--- src/hdl/ndr_pkg.sv ---
// ----------------------------------------------------------------------------
// ndr_pkg
// Types and constants shared by the run list decoder modules.
// ----------------------------------------------------------------------------
`timescale 1ns / 1ps
`default_nettype none

package ndr_pkg;

  localparam int unsigned ByteW   = 8;
  localparam int unsigned NibW    = 4;
  localparam int unsigned WordW   = 64;
  localparam int unsigned CfgIdxW = 1;

  // configuration register indexes
  localparam logic [CfgIdxW-1:0] RegSectorsPerCluster = 1'd0;
  localparam logic [CfgIdxW-1:0] RegVolumeBaseSector  = 1'd1;

  localparam logic [ByteW-1:0] SpcReset  = 8'd8;
  localparam logic [WordW-1:0] BaseReset = 64'd0;

  // depth of the command queue between parser and arithmetic
  localparam int unsigned QueueDepth = 2;

  typedef enum logic [1:0] {
    PH_HEADER = 2'd0,
    PH_LENGTH = 2'd1,
    PH_OFFSET = 2'd2
  } phase_e;

  // one command from the parser to the arithmetic back end
  typedef struct packed {
    logic [WordW-1:0] offset;   // absolute cluster offset of the run
    logic [WordW-1:0] length;   // run length in clusters
    logic             sparse;
    logic             list_end;
    logic             fmt_err;
  } cmd_t;

endpackage

`default_nettype wire

--- src/hdl/ndr_fifo.sv ---
// ----------------------------------------------------------------------------
// ndr_fifo
// Small command queue decoupling the byte parser from the arithmetic stages.
// ----------------------------------------------------------------------------
`timescale 1ns / 1ps
`default_nettype none

module ndr_fifo (
  input  wire logic          clk_i,
  input  wire logic          rst_ni,
  input  wire logic          push_i,
  input  wire ndr_pkg::cmd_t data_i,
  output logic               full_o,
  output logic               valid_o,
  input  wire logic          ready_i,
  output ndr_pkg::cmd_t      data_o
);
  import ndr_pkg::*;

  localparam int unsigned AddrW = (QueueDepth > 1) ? $clog2(QueueDepth) : 1;
  localparam logic [AddrW:0] DepthCnt = (AddrW + 1)'(QueueDepth);
  localparam logic [AddrW-1:0] LastAddr = AddrW'(QueueDepth - 1);

  cmd_t mem_q [QueueDepth];
  logic [AddrW-1:0] wr_ptr_q, wr_ptr_d, rd_ptr_q, rd_ptr_d;
  logic [AddrW:0]   cnt_q, cnt_d;
  logic             pop;

  assign pop     = valid_o && ready_i;
  assign valid_o = (cnt_q != '0);
  assign full_o  = (cnt_q == DepthCnt);
  assign data_o  = mem_q[rd_ptr_q];

  always_comb begin
    wr_ptr_d = wr_ptr_q;
    rd_ptr_d = rd_ptr_q;
    cnt_d    = cnt_q;
    if (push_i) begin
      wr_ptr_d = (wr_ptr_q == LastAddr) ? '0 : wr_ptr_q + 1'b1;
    end
    if (pop) begin
      rd_ptr_d = (rd_ptr_q == LastAddr) ? '0 : rd_ptr_q + 1'b1;
    end
    if (push_i && !pop) begin
      cnt_d = cnt_q + 1'b1;
    end else if (pop && !push_i) begin
      cnt_d = cnt_q - 1'b1;
    end
  end

  always_ff @(posedge clk_i or negedge rst_ni) begin
    if (!rst_ni) begin
      wr_ptr_q <= '0;
      rd_ptr_q <= '0;
      cnt_q    <= '0;
    end else begin
      wr_ptr_q <= wr_ptr_d;
      rd_ptr_q <= rd_ptr_d;
      cnt_q    <= cnt_d;
    end
  end

  always_ff @(posedge clk_i) begin
    if (push_i) begin
      mem_q[wr_ptr_q] <= data_i;
    end
  end

endmodule

`default_nettype wire

--- src/hdl/ndr_front.sv ---
// ----------------------------------------------------------------------------
// ndr_front
// Byte parser: walks header, length and offset bytes, tracks the running
// cluster offset and issues one command per finished run or list event.
// ----------------------------------------------------------------------------
`timescale 1ns / 1ps
`default_nettype none

module ndr_front #(
  parameter int unsigned MAX_FIELD_BYTES = 8
) (
  input  wire logic          clk_i,
  input  wire logic          rst_ni,
  input  wire logic          in_valid_i,
  output logic               in_ready_o,
  input  wire logic [7:0]    run_byte_i,
  input  wire logic          list_start_i,
  input  wire logic          q_full_i,
  output logic               push_o,
  output ndr_pkg::cmd_t      cmd_o
);
  import ndr_pkg::*;

  localparam int unsigned AccW = ByteW * MAX_FIELD_BYTES;
  localparam int unsigned PosW = (MAX_FIELD_BYTES > 1) ? $clog2(MAX_FIELD_BYTES) : 1;
  localparam logic [NibW-1:0] MaxNib = NibW'(MAX_FIELD_BYTES);
  localparam int unsigned WordBytes = WordW / ByteW;

  phase_e            phase_q, phase_d;
  logic [NibW-1:0]   left_q, left_d;
  logic [NibW-1:0]   osize_q, osize_d;
  logic [PosW-1:0]   pos_q, pos_d;
  logic [AccW-1:0]   len_q, len_d;
  logic [AccW-1:0]   dlt_q, dlt_d;
  logic [WordW-1:0]  roff_q, roff_d;
  logic              halted_q, halted_d;

  logic              take;
  phase_e            cur_phase;
  logic              cur_halt;
  logic [WordW-1:0]  cur_roff;
  logic [NibW-1:0]   lo, hi;
  logic              hdr_zero, hdr_bad;
  logic [NibW-1:0]   left_dec;
  logic              last;
  logic [AccW-1:0]   len_mrg, dlt_mrg;
  logic              sign_fill;
  logic [WordW-1:0]  dlt_ext;
  logic [WordW-1:0]  roff_sum;

  assign in_ready_o = !q_full_i;
  assign take       = in_valid_i && in_ready_o;
  assign cur_phase  = list_start_i ? PH_HEADER : phase_q;
  assign cur_halt   = !list_start_i && halted_q;
  assign cur_roff   = list_start_i ? '0 : roff_q;
  assign lo         = run_byte_i[NibW-1:0];
  assign hi         = run_byte_i[ByteW-1:NibW];
  assign hdr_zero   = (run_byte_i == '0);
  assign hdr_bad    = (lo > MaxNib) || (hi > MaxNib);
  assign left_dec   = left_q - 1'b1;
  assign last       = (left_dec == '0);

  // drop the incoming byte into its little-endian lane
  always_comb begin
    len_mrg = len_q;
    dlt_mrg = dlt_q;
    for (int k = 0; k < MAX_FIELD_BYTES; k++) begin
      if (pos_q == PosW'(k)) begin
        len_mrg[ByteW*k +: ByteW] = len_q[ByteW*k +: ByteW] | run_byte_i;
        dlt_mrg[ByteW*k +: ByteW] = dlt_q[ByteW*k +: ByteW] | run_byte_i;
      end
    end
  end

  // sign extension above the delta's top byte, skipped while offset is zero
  assign sign_fill = run_byte_i[ByteW-1] && (cur_roff != '0);

  always_comb begin
    dlt_ext = WordW'(dlt_mrg);
    for (int k = 0; k < WordBytes; k++) begin
      if (sign_fill && (NibW'(k) >= osize_q)) begin
        dlt_ext[ByteW*k +: ByteW] = '1;
      end
    end
  end

  assign roff_sum = cur_roff + dlt_ext;

  // next state
  always_comb begin
    phase_d  = phase_q;
    left_d   = left_q;
    osize_d  = osize_q;
    pos_d    = pos_q;
    len_d    = len_q;
    dlt_d    = dlt_q;
    roff_d   = roff_q;
    halted_d = halted_q;
    if (take) begin
      if (list_start_i) begin
        roff_d   = '0;
        halted_d = 1'b0;
        phase_d  = PH_HEADER;
        left_d   = '0;
        pos_d    = '0;
      end
      if (!cur_halt) begin
        unique case (cur_phase)
          PH_HEADER: begin
            priority if (hdr_zero || hdr_bad) begin
              halted_d = 1'b1;
            end else begin
              len_d   = '0;
              dlt_d   = '0;
              pos_d   = '0;
              osize_d = hi;
              if (lo != '0) begin
                phase_d = PH_LENGTH;
                left_d  = lo;
              end else begin
                phase_d = PH_OFFSET;
                left_d  = hi;
              end
            end
          end
          PH_LENGTH: begin
            len_d  = len_mrg;
            pos_d  = pos_q + 1'b1;
            left_d = left_dec;
            if (last) begin
              pos_d = '0;
              if (osize_q == '0) begin
                phase_d = PH_HEADER;
                left_d  = '0;
              end else begin
                phase_d = PH_OFFSET;
                left_d  = osize_q;
              end
            end
          end
          PH_OFFSET: begin
            dlt_d  = dlt_mrg;
            pos_d  = pos_q + 1'b1;
            left_d = left_dec;
            if (last) begin
              roff_d  = roff_sum;
              phase_d = PH_HEADER;
              left_d  = '0;
              pos_d   = '0;
            end
          end
          default: begin
            phase_d = PH_HEADER;
          end
        endcase
      end
    end
  end

  // command issue
  always_comb begin
    push_o = 1'b0;
    cmd_o  = '0;
    if (take && !cur_halt) begin
      unique case (cur_phase)
        PH_HEADER: begin
          priority if (hdr_zero) begin
            push_o         = 1'b1;
            cmd_o.list_end = 1'b1;
          end else if (hdr_bad) begin
            push_o        = 1'b1;
            cmd_o.fmt_err = 1'b1;
          end else begin
            push_o = 1'b0;
          end
        end
        PH_LENGTH: begin
          if (last && (osize_q == '0)) begin
            push_o       = 1'b1;
            cmd_o.sparse = 1'b1;
            cmd_o.length = WordW'(len_mrg);
          end
        end
        PH_OFFSET: begin
          if (last) begin
            push_o       = 1'b1;
            cmd_o.offset = roff_sum;
            cmd_o.length = WordW'(len_q);
          end
        end
        default: begin
          push_o = 1'b0;
        end
      endcase
    end
  end

  always_ff @(posedge clk_i or negedge rst_ni) begin
    if (!rst_ni) begin
      phase_q  <= PH_HEADER;
      left_q   <= '0;
      osize_q  <= '0;
      pos_q    <= '0;
      len_q    <= '0;
      dlt_q    <= '0;
      roff_q   <= '0;
      halted_q <= 1'b0;
    end else begin
      phase_q  <= phase_d;
      left_q   <= left_d;
      osize_q  <= osize_d;
      pos_q    <= pos_d;
      len_q    <= len_d;
      dlt_q    <= dlt_d;
      roff_q   <= roff_d;
      halted_q <= halted_d;
    end
  end

endmodule

`default_nettype wire

--- src/hdl/ndr_back.sv ---
// ----------------------------------------------------------------------------
// ndr_back
// Two-stage arithmetic: cluster-to-sector multiply, then base add into the
// output register.
// ----------------------------------------------------------------------------
`timescale 1ns / 1ps
`default_nettype none

module ndr_back (
  input  wire logic          clk_i,
  input  wire logic          rst_ni,
  input  wire logic          cmd_valid_i,
  output logic               cmd_ready_o,
  input  wire ndr_pkg::cmd_t cmd_i,
  input  wire logic [7:0]    spc_i,
  input  wire logic [63:0]   base_i,
  output logic               out_valid_o,
  input  wire logic          out_ready_i,
  output logic [63:0]        start_sector_o,
  output logic [63:0]        sector_count_o,
  output logic               sparse_run_o,
  output logic               list_end_o,
  output logic               format_error_o
);
  import ndr_pkg::*;

  logic             m_v_q;
  logic [WordW-1:0] m_sprod_q, m_cnt_q;
  logic             m_nostart_q, m_sparse_q, m_end_q, m_err_q;
  logic             m_free, o_free;
  logic [WordW-1:0] sprod, cprod;

  assign o_free      = !out_valid_o || out_ready_i;
  assign m_free      = !m_v_q || o_free;
  assign cmd_ready_o = m_free;

  // 64 x 8 products, low 64 bits kept
  assign sprod = cmd_i.offset * spc_i;
  assign cprod = cmd_i.length * spc_i;

  always_ff @(posedge clk_i or negedge rst_ni) begin
    if (!rst_ni) begin
      m_v_q       <= 1'b0;
      out_valid_o <= 1'b0;
    end else begin
      if (m_free) begin
        m_v_q <= cmd_valid_i;
      end
      if (o_free) begin
        out_valid_o <= m_v_q;
      end
    end
  end

  always_ff @(posedge clk_i) begin
    if (m_free && cmd_valid_i) begin
      m_sprod_q   <= sprod;
      m_cnt_q     <= cprod;
      m_nostart_q <= cmd_i.sparse || cmd_i.list_end || cmd_i.fmt_err;
      m_sparse_q  <= cmd_i.sparse;
      m_end_q     <= cmd_i.list_end;
      m_err_q     <= cmd_i.fmt_err;
    end
    if (o_free && m_v_q) begin
      start_sector_o <= m_nostart_q ? '0 : base_i + m_sprod_q;
      sector_count_o <= m_cnt_q;
      sparse_run_o   <= m_sparse_q;
      list_end_o     <= m_end_q;
      format_error_o <= m_err_q;
    end
  end

endmodule

`default_nettype wire

--- src/hdl/ntfs_data_run_decoder.sv ---
// ----------------------------------------------------------------------------
// ntfs_data_run_decoder
// Byte-serial NTFS data run list decoder producing sector-based run extents.
// ----------------------------------------------------------------------------
// Usage:
//   in channel  : one run list byte per beat (run_byte_i), list_start_i set
//                 on the first byte of each list; it clears the running
//                 cluster offset and any halt after an end marker or error.
//   out channel : one beat per finished run, per zero header (list_end_o)
//                 and per oversized header nibble (format_error_o).
//   cfg channel : index 0 = sectors per cluster, index 1 = volume base
//                 sector; always ready, write only while the decoder idles.
// Throughput: one byte per cycle, sustained, as long as results are taken.
// Path: after the beat of its last byte, a result passes the queue write,
//   the multiply stage and the base add into the output register.
// Stall: when out_ready_i is low the pipeline and then the 2-entry command
//   queue fill, and in_ready_o drops once the queue is full; nothing is lost.
// Reset: parser waits for a header, offset zero, no result pending,
//   sectors per cluster 8, volume base 0.
// ----------------------------------------------------------------------------
`timescale 1ns / 1ps
`default_nettype none

module ntfs_data_run_decoder #(
  parameter int unsigned MAX_FIELD_BYTES = 8
) (
  input  wire logic        clk_i,
  input  wire logic        rst_ni,
  // byte input
  input  wire logic        in_valid_i,
  output logic             in_ready_o,
  input  wire logic [7:0]  run_byte_i,
  input  wire logic        list_start_i,
  // run output
  output logic             out_valid_o,
  input  wire logic        out_ready_i,
  output logic [63:0]      start_sector_o,
  output logic [63:0]      sector_count_o,
  output logic             sparse_run_o,
  output logic             list_end_o,
  output logic             format_error_o,
  // configuration writes
  input  wire logic        cfg_valid_i,
  output logic             cfg_ready_o,
  input  wire logic [0:0]  cfg_index_i,
  input  wire logic [63:0] cfg_wdata_i
);
  import ndr_pkg::*;

  logic [ByteW-1:0] spc_q;
  logic [WordW-1:0] base_q;

  logic q_full, q_push, q_valid, q_ready;
  cmd_t q_wdata, q_rdata;

  // config registers: always accepted, unknown indexes cannot occur
  assign cfg_ready_o = 1'b1;

  always_ff @(posedge clk_i or negedge rst_ni) begin
    if (!rst_ni) begin
      spc_q  <= SpcReset;
      base_q <= BaseReset;
    end else if (cfg_valid_i && cfg_ready_o) begin
      unique case (cfg_index_i)
        RegSectorsPerCluster: spc_q  <= cfg_wdata_i[ByteW-1:0];
        RegVolumeBaseSector:  base_q <= cfg_wdata_i;
        default:              base_q <= base_q;
      endcase
    end
  end

  ndr_front #(
    .MAX_FIELD_BYTES(MAX_FIELD_BYTES)
  ) u_front (
    .clk_i       (clk_i),
    .rst_ni      (rst_ni),
    .in_valid_i  (in_valid_i),
    .in_ready_o  (in_ready_o),
    .run_byte_i  (run_byte_i),
    .list_start_i(list_start_i),
    .q_full_i    (q_full),
    .push_o      (q_push),
    .cmd_o       (q_wdata)
  );

  ndr_fifo u_fifo (
    .clk_i  (clk_i),
    .rst_ni (rst_ni),
    .push_i (q_push),
    .data_i (q_wdata),
    .full_o (q_full),
    .valid_o(q_valid),
    .ready_i(q_ready),
    .data_o (q_rdata)
  );

  ndr_back u_back (
    .clk_i         (clk_i),
    .rst_ni        (rst_ni),
    .cmd_valid_i   (q_valid),
    .cmd_ready_o   (q_ready),
    .cmd_i         (q_rdata),
    .spc_i         (spc_q),
    .base_i        (base_q),
    .out_valid_o   (out_valid_o),
    .out_ready_i   (out_ready_i),
    .start_sector_o(start_sector_o),
    .sector_count_o(sector_count_o),
    .sparse_run_o  (sparse_run_o),
    .list_end_o    (list_end_o),
    .format_error_o(format_error_o)
  );

endmodule

`default_nettype wire

--- config.mk ---
export PLATFORM = sky130hd
export DESIGN_NAME = ntfs_data_run_decoder
export DESIGN_NICKNAME = d
export VERILOG_FILES = /design/src/hdl/ndr_pkg.sv /design/src/hdl/ndr_fifo.sv /design/src/hdl/ndr_front.sv /design/src/hdl/ndr_back.sv /design/src/hdl/ntfs_data_run_decoder.sv
export SDC_FILE = /design/constraint.sdc
export NUM_CORES = 2
export LEC_CHECK = 0
export BUFFER_PORTS_ARGS = -buffer_cell sky130_fd_sc_hd__buf_2
export CAP_MARGIN = 10
export CORE_ASPECT_RATIO = 0.6
export CORE_MARGIN = 10
export CORE_UTILIZATION = 45
export DETAILED_ROUTE_END_ITERATION = 6
export GPL_TIMING_DRIVEN = 0
export HOLD_SLACK_MARGIN = 0.02
export PLACE_DENSITY_LB_ADDON = 0.15
export SYNTH_ARGS = -nofsm -noshare
export SYNTH_HDL_FRONTEND = slang
export SYNTH_SLANG_ARGS = --single-unit
--- constraint.sdc ---
create_clock -name clk_i -period 26.2 [get_ports clk_i]
set_input_delay 5.24 -clock clk_i [delete_from_list [all_inputs] [get_ports clk_i]]
set_output_delay 5.24 -clock clk_i [all_outputs]
set_load 0.1 [all_outputs]
==> results.json <==
{
  "outcome": "complete, no violations",
  "hold_class": "reg -> reg",
  "syn_avg_cell_area_sq_um": 10.40,
  "num_vias": 50780,
  "layout_common_cells": "nor2b_1, fa_1, inv_1",
  "muxShareOfSynthArea": 0.03322,
  "synth_compound_area_frac": 0.1161,
  "cap_violations": 0,
  "drive_above_1_share": 0.07552,
  "wl_mm": 221.4,
  "syn_inst": 6478,
  "worstMarginPinSlew_ns": 1.368,
  "drcViolationCount": 0,
  "areaGrowthSynthToFinish_pct": 10.42,
  "critical_path.max_fanout": 10,
  "clk-insertion-delay-late_ns": 0.73,
  "crit_path_end": "u_fifo.mem_q[1][130]$_DFFE_PP_",
  "grt_pass1_wl_mm": 330.2,
  "cts_root_buf": "clkbuf_16",
  "final_nets": 7861,
  "arrival_ns": 12.20,
  "synth_top_area_cell": "edfxtp_1",
  "grt_max_degree": 102,
  "core_area_sq_mm": 0.1480,
  "critPathRequiredTime_ns": 26.61,
  "criticalPathCategory": "in -> reg",
  "antenna_found_initial": 13,
  "avgRoutedWirePerCell_um": 24.95,
  "cts_buffer_depth": 3,
  "cp.depth": 19,
  "synth_xor_area_frac": 0.03199,
  "gp_congestion": 0.9610,
  "fin_crit_ns": 11.79,
  "cp_cell_sequence": "clkbuf_1 > nor4b_1 > clkbuf_2 > inv_1 > clkbuf_1 > nor2_1 > nand2_1 > nand2_1 > ha_1 > o21ai_0 > o21ai_0 > a2bb2oi_1 > nand3b_1 > nand2_1 > a32oi_1 > o41ai_1 > a31oi_1 > and3_1 > nor3_1",
  "ys_seq_area_frac": 0.3397,
  "slew_headroom": 0.06202,
  "track_usage": 0.2623,
  "yosys_warnings": 0,
  "overflow": 0,
  "via_per_inst": 5.721,
  "synth_area_sq_mm": 0.06734,
  "slowest_stage": "o41ai_1",
  "period_share": 0.4499,
  "fin_setup_tns_ns": 0,
  "end_kind": "register",
  "synth_area_leaders": "edfxtp_1, fa_1, dfrtp_1",
  "synth_edf_count": 525,
  "cts_tree": "yes",
  "rsz0062_at_grt": "no",
  "crit_top_cell": "nand2_1",
  "synth_nets": 7538,
  "cts_made_buffers": 84,
  "timing.fmax_mhz": 84.84,
  "setup_viol": 0,
  "die_w_um": 519.4,
  "cts_sinks": 809,
  "synth_top_family_by_area": "adder cells",
  "max_stage_delay_ns": 0.94,
  "initial_core_util": 0.4551,
  "worst_r2r_path_depth": 24,
  "synthSimpleGateAreaFrac": 0.1680,
  "synth_flop_cell": "edfxtp_1",
  "hpwl_mm": 176.6,
  "netlist.area_leader.share": 0.2341,
  "hold_viol": 0,
  "fp-row-count": 109,
  "io_buffer_count": 202,
  "final_common_cell": "nor2b_1",
  "regToRegSetupSlack_ns": 15.55,
  "postCtsSetupRepairBufs": 0,
  "drtPass1Iterations": 6,
  "critPathTopFamily": "simple AND/OR/NAND/NOR gates",
  "cts_max_level": 3,
  "report.final.slew_viol_count": 0,
  "clock_skew_ns": 0.03511,
  "die_y_um": 319.6,
  "path_clk_slew_ns": 0.08,
  "drt-initial-drc-count": 5963,
  "crit_buf_inv": 4,
  "synth.distinct_cells": 81,
  "hold_buffers": 0,
  "dieArea_sq_mm": 0.1660,
  "cp-start-kind": "input pin",
  "async_flop_share": 0.3511,
  "ys_seq_elements": 809,
  "r2r-end": "u_back.m_cnt_q[63]$_DFFE_PP_",
  "whs_ns": 0.3951,
  "grt_pass1_vias": 49410,
  "synthAdderAreaFrac": 0.2601,
  "reg2reg_from": "u_fifo.rd_ptr_q$_DFFE_PN0P_",
  "drt.antenna.violating_nets": 0,
  "num_io_pins": 213,
  "cts-resized-gates": 0,
  "crit_path_start": "run_byte_i[7]"
}
## worst min path at each step
stage                                 startpoint                                   to  slack (ns)  cells after the start
floorplan               u_back.m_err_q$_DFFE_PP_      u_back.format_error_o$_DFFE_PP_        0.40                      0
detailed placement  u_back.m_cnt_q[17]$_DFFE_PP_  u_back.sector_count_o[17]$_DFFE_PP_        0.40                      0
global placement    u_back.m_cnt_q[10]$_DFFE_PP_  u_back.sector_count_o[10]$_DFFE_PP_        0.40                      0
finish              u_back.m_cnt_q[28]$_DFFE_PP_  u_back.sector_count_o[28]$_DFFE_PP_        0.40                      0
global route         u_back.m_cnt_q[0]$_DFFE_PP_   u_back.sector_count_o[0]$_DFFE_PP_        0.39                      0
CTS                 u_back.m_cnt_q[28]$_DFFE_PP_  u_back.sector_count_o[28]$_DFFE_PP_        0.38                      0
## stage by stage
step / setup slack, ns / utilization / area, sq um / cells
after floorplan: 13.00 / - / 67340 / 6478
after global placement: 8.118 / 0.4788 / 70850 / 8678
after detailed placement: 13.72 / 0.4823 / 71370 / 8705
after CTS: 14.45 / 0.5018 / 74250 / 8862
after global routing: 14.36 / 0.5025 / 74350 / 8873
final: 14.41 / 0.5025 / 74360 / 8875
## worst register-to-register path, cell delays in order (launching register included)
cell and delay, ns:
dfrtp_1 0.32, clkbuf_1 0.42, clkbuf_1 0.53, clkbuf_1 0.99, buf_1 0.78, mux2i_1 1.11, nor2b_1 0.18, fa_1 0.55
fa_1 0.50, fa_1 0.49, inv_1 0.05, fa_1 0.47, inv_1 0.04, ha_1 0.25, clkbuf_1 0.21, nand4_1 0.25
or2_2 0.15, o22ai_1 0.14, or3_1 0.55, o21ai_0 0.70, nand3_1 0.24, a311oi_1 0.80, o21ai_0 0.27, a21oi_1 0.25
xnor2_1 0.11
## registers in the layout, summed over array words and instances (netlist names), 2 cells and up
name and count:
u_front.osize_q 4, u_front.dlt_q 64, u_fifo.mem_q 262, u_back.start_sector_o 64
u_front.roff_q 64, u_front.pos_q 3, spc_q 8, u_back.m_sprod_q 64
u_front.len_q 64, base_q 64, u_front.phase_q 2, u_front.left_q 4
u_back.sector_count_o 64, u_fifo.cnt_q 2, u_back.m_cnt_q 64
## cells by family after synthesis
kind of cell	count (synthesis)
AO/OA/AOI/OAI	1198
XOR/XNOR	246
adder cells (fa/ha/maj)	981
buffers and inverters	910
flip-flops	809
multiplexers	210
other	1
AND/OR/NAND/NOR	2123
## layout make-up
type	instances	area, sq um
clock inverter	53	573.1
antenna	5	12.51
buffer	346	1309
clock buffer	104	2311
fill	13560	73610
inverter	564	2122
tap	1998	2500
multi-input combinational	4759	41080
timing repair buffer	237	1579
sequential	809	22870
## layer usage
metal  share of wire  up-vias  GRT usage
met5         0.00045        -   0.003736
met4           0.019        4    0.05072
met3            0.13      215    0.08922
met2            0.37     2508     0.3269
met1            0.49    25450     0.4263
li1                -    22600          -
## Yosys cell counts, types with 92 or more instances
| cell type | count |
|---|---|
| mux2_2 | 108 |
| nand2b_1 | 123 |
| edfxtp_1 | 525 |
| fa_1 | 698 |
| a31oi_1 | 126 |
| a21o_1 | 209 |
| dfrtp_1 | 283 |
| clkbuf_1 | 332 |
| nand2_1 | 330 |
| nor2_1 | 435 |
| ha_1 | 283 |
| o21ai_0 | 147 |
| mux2i_1 | 102 |
| nor2b_1 | 818 |
| and2_1 | 92 |
| a21oi_1 | 350 |
| xnor2_1 | 155 |
| inv_1 | 564 |
Power is not shown: default switching activity piles up to over one toggle a cycle in this logic, so the estimate is an artifact.
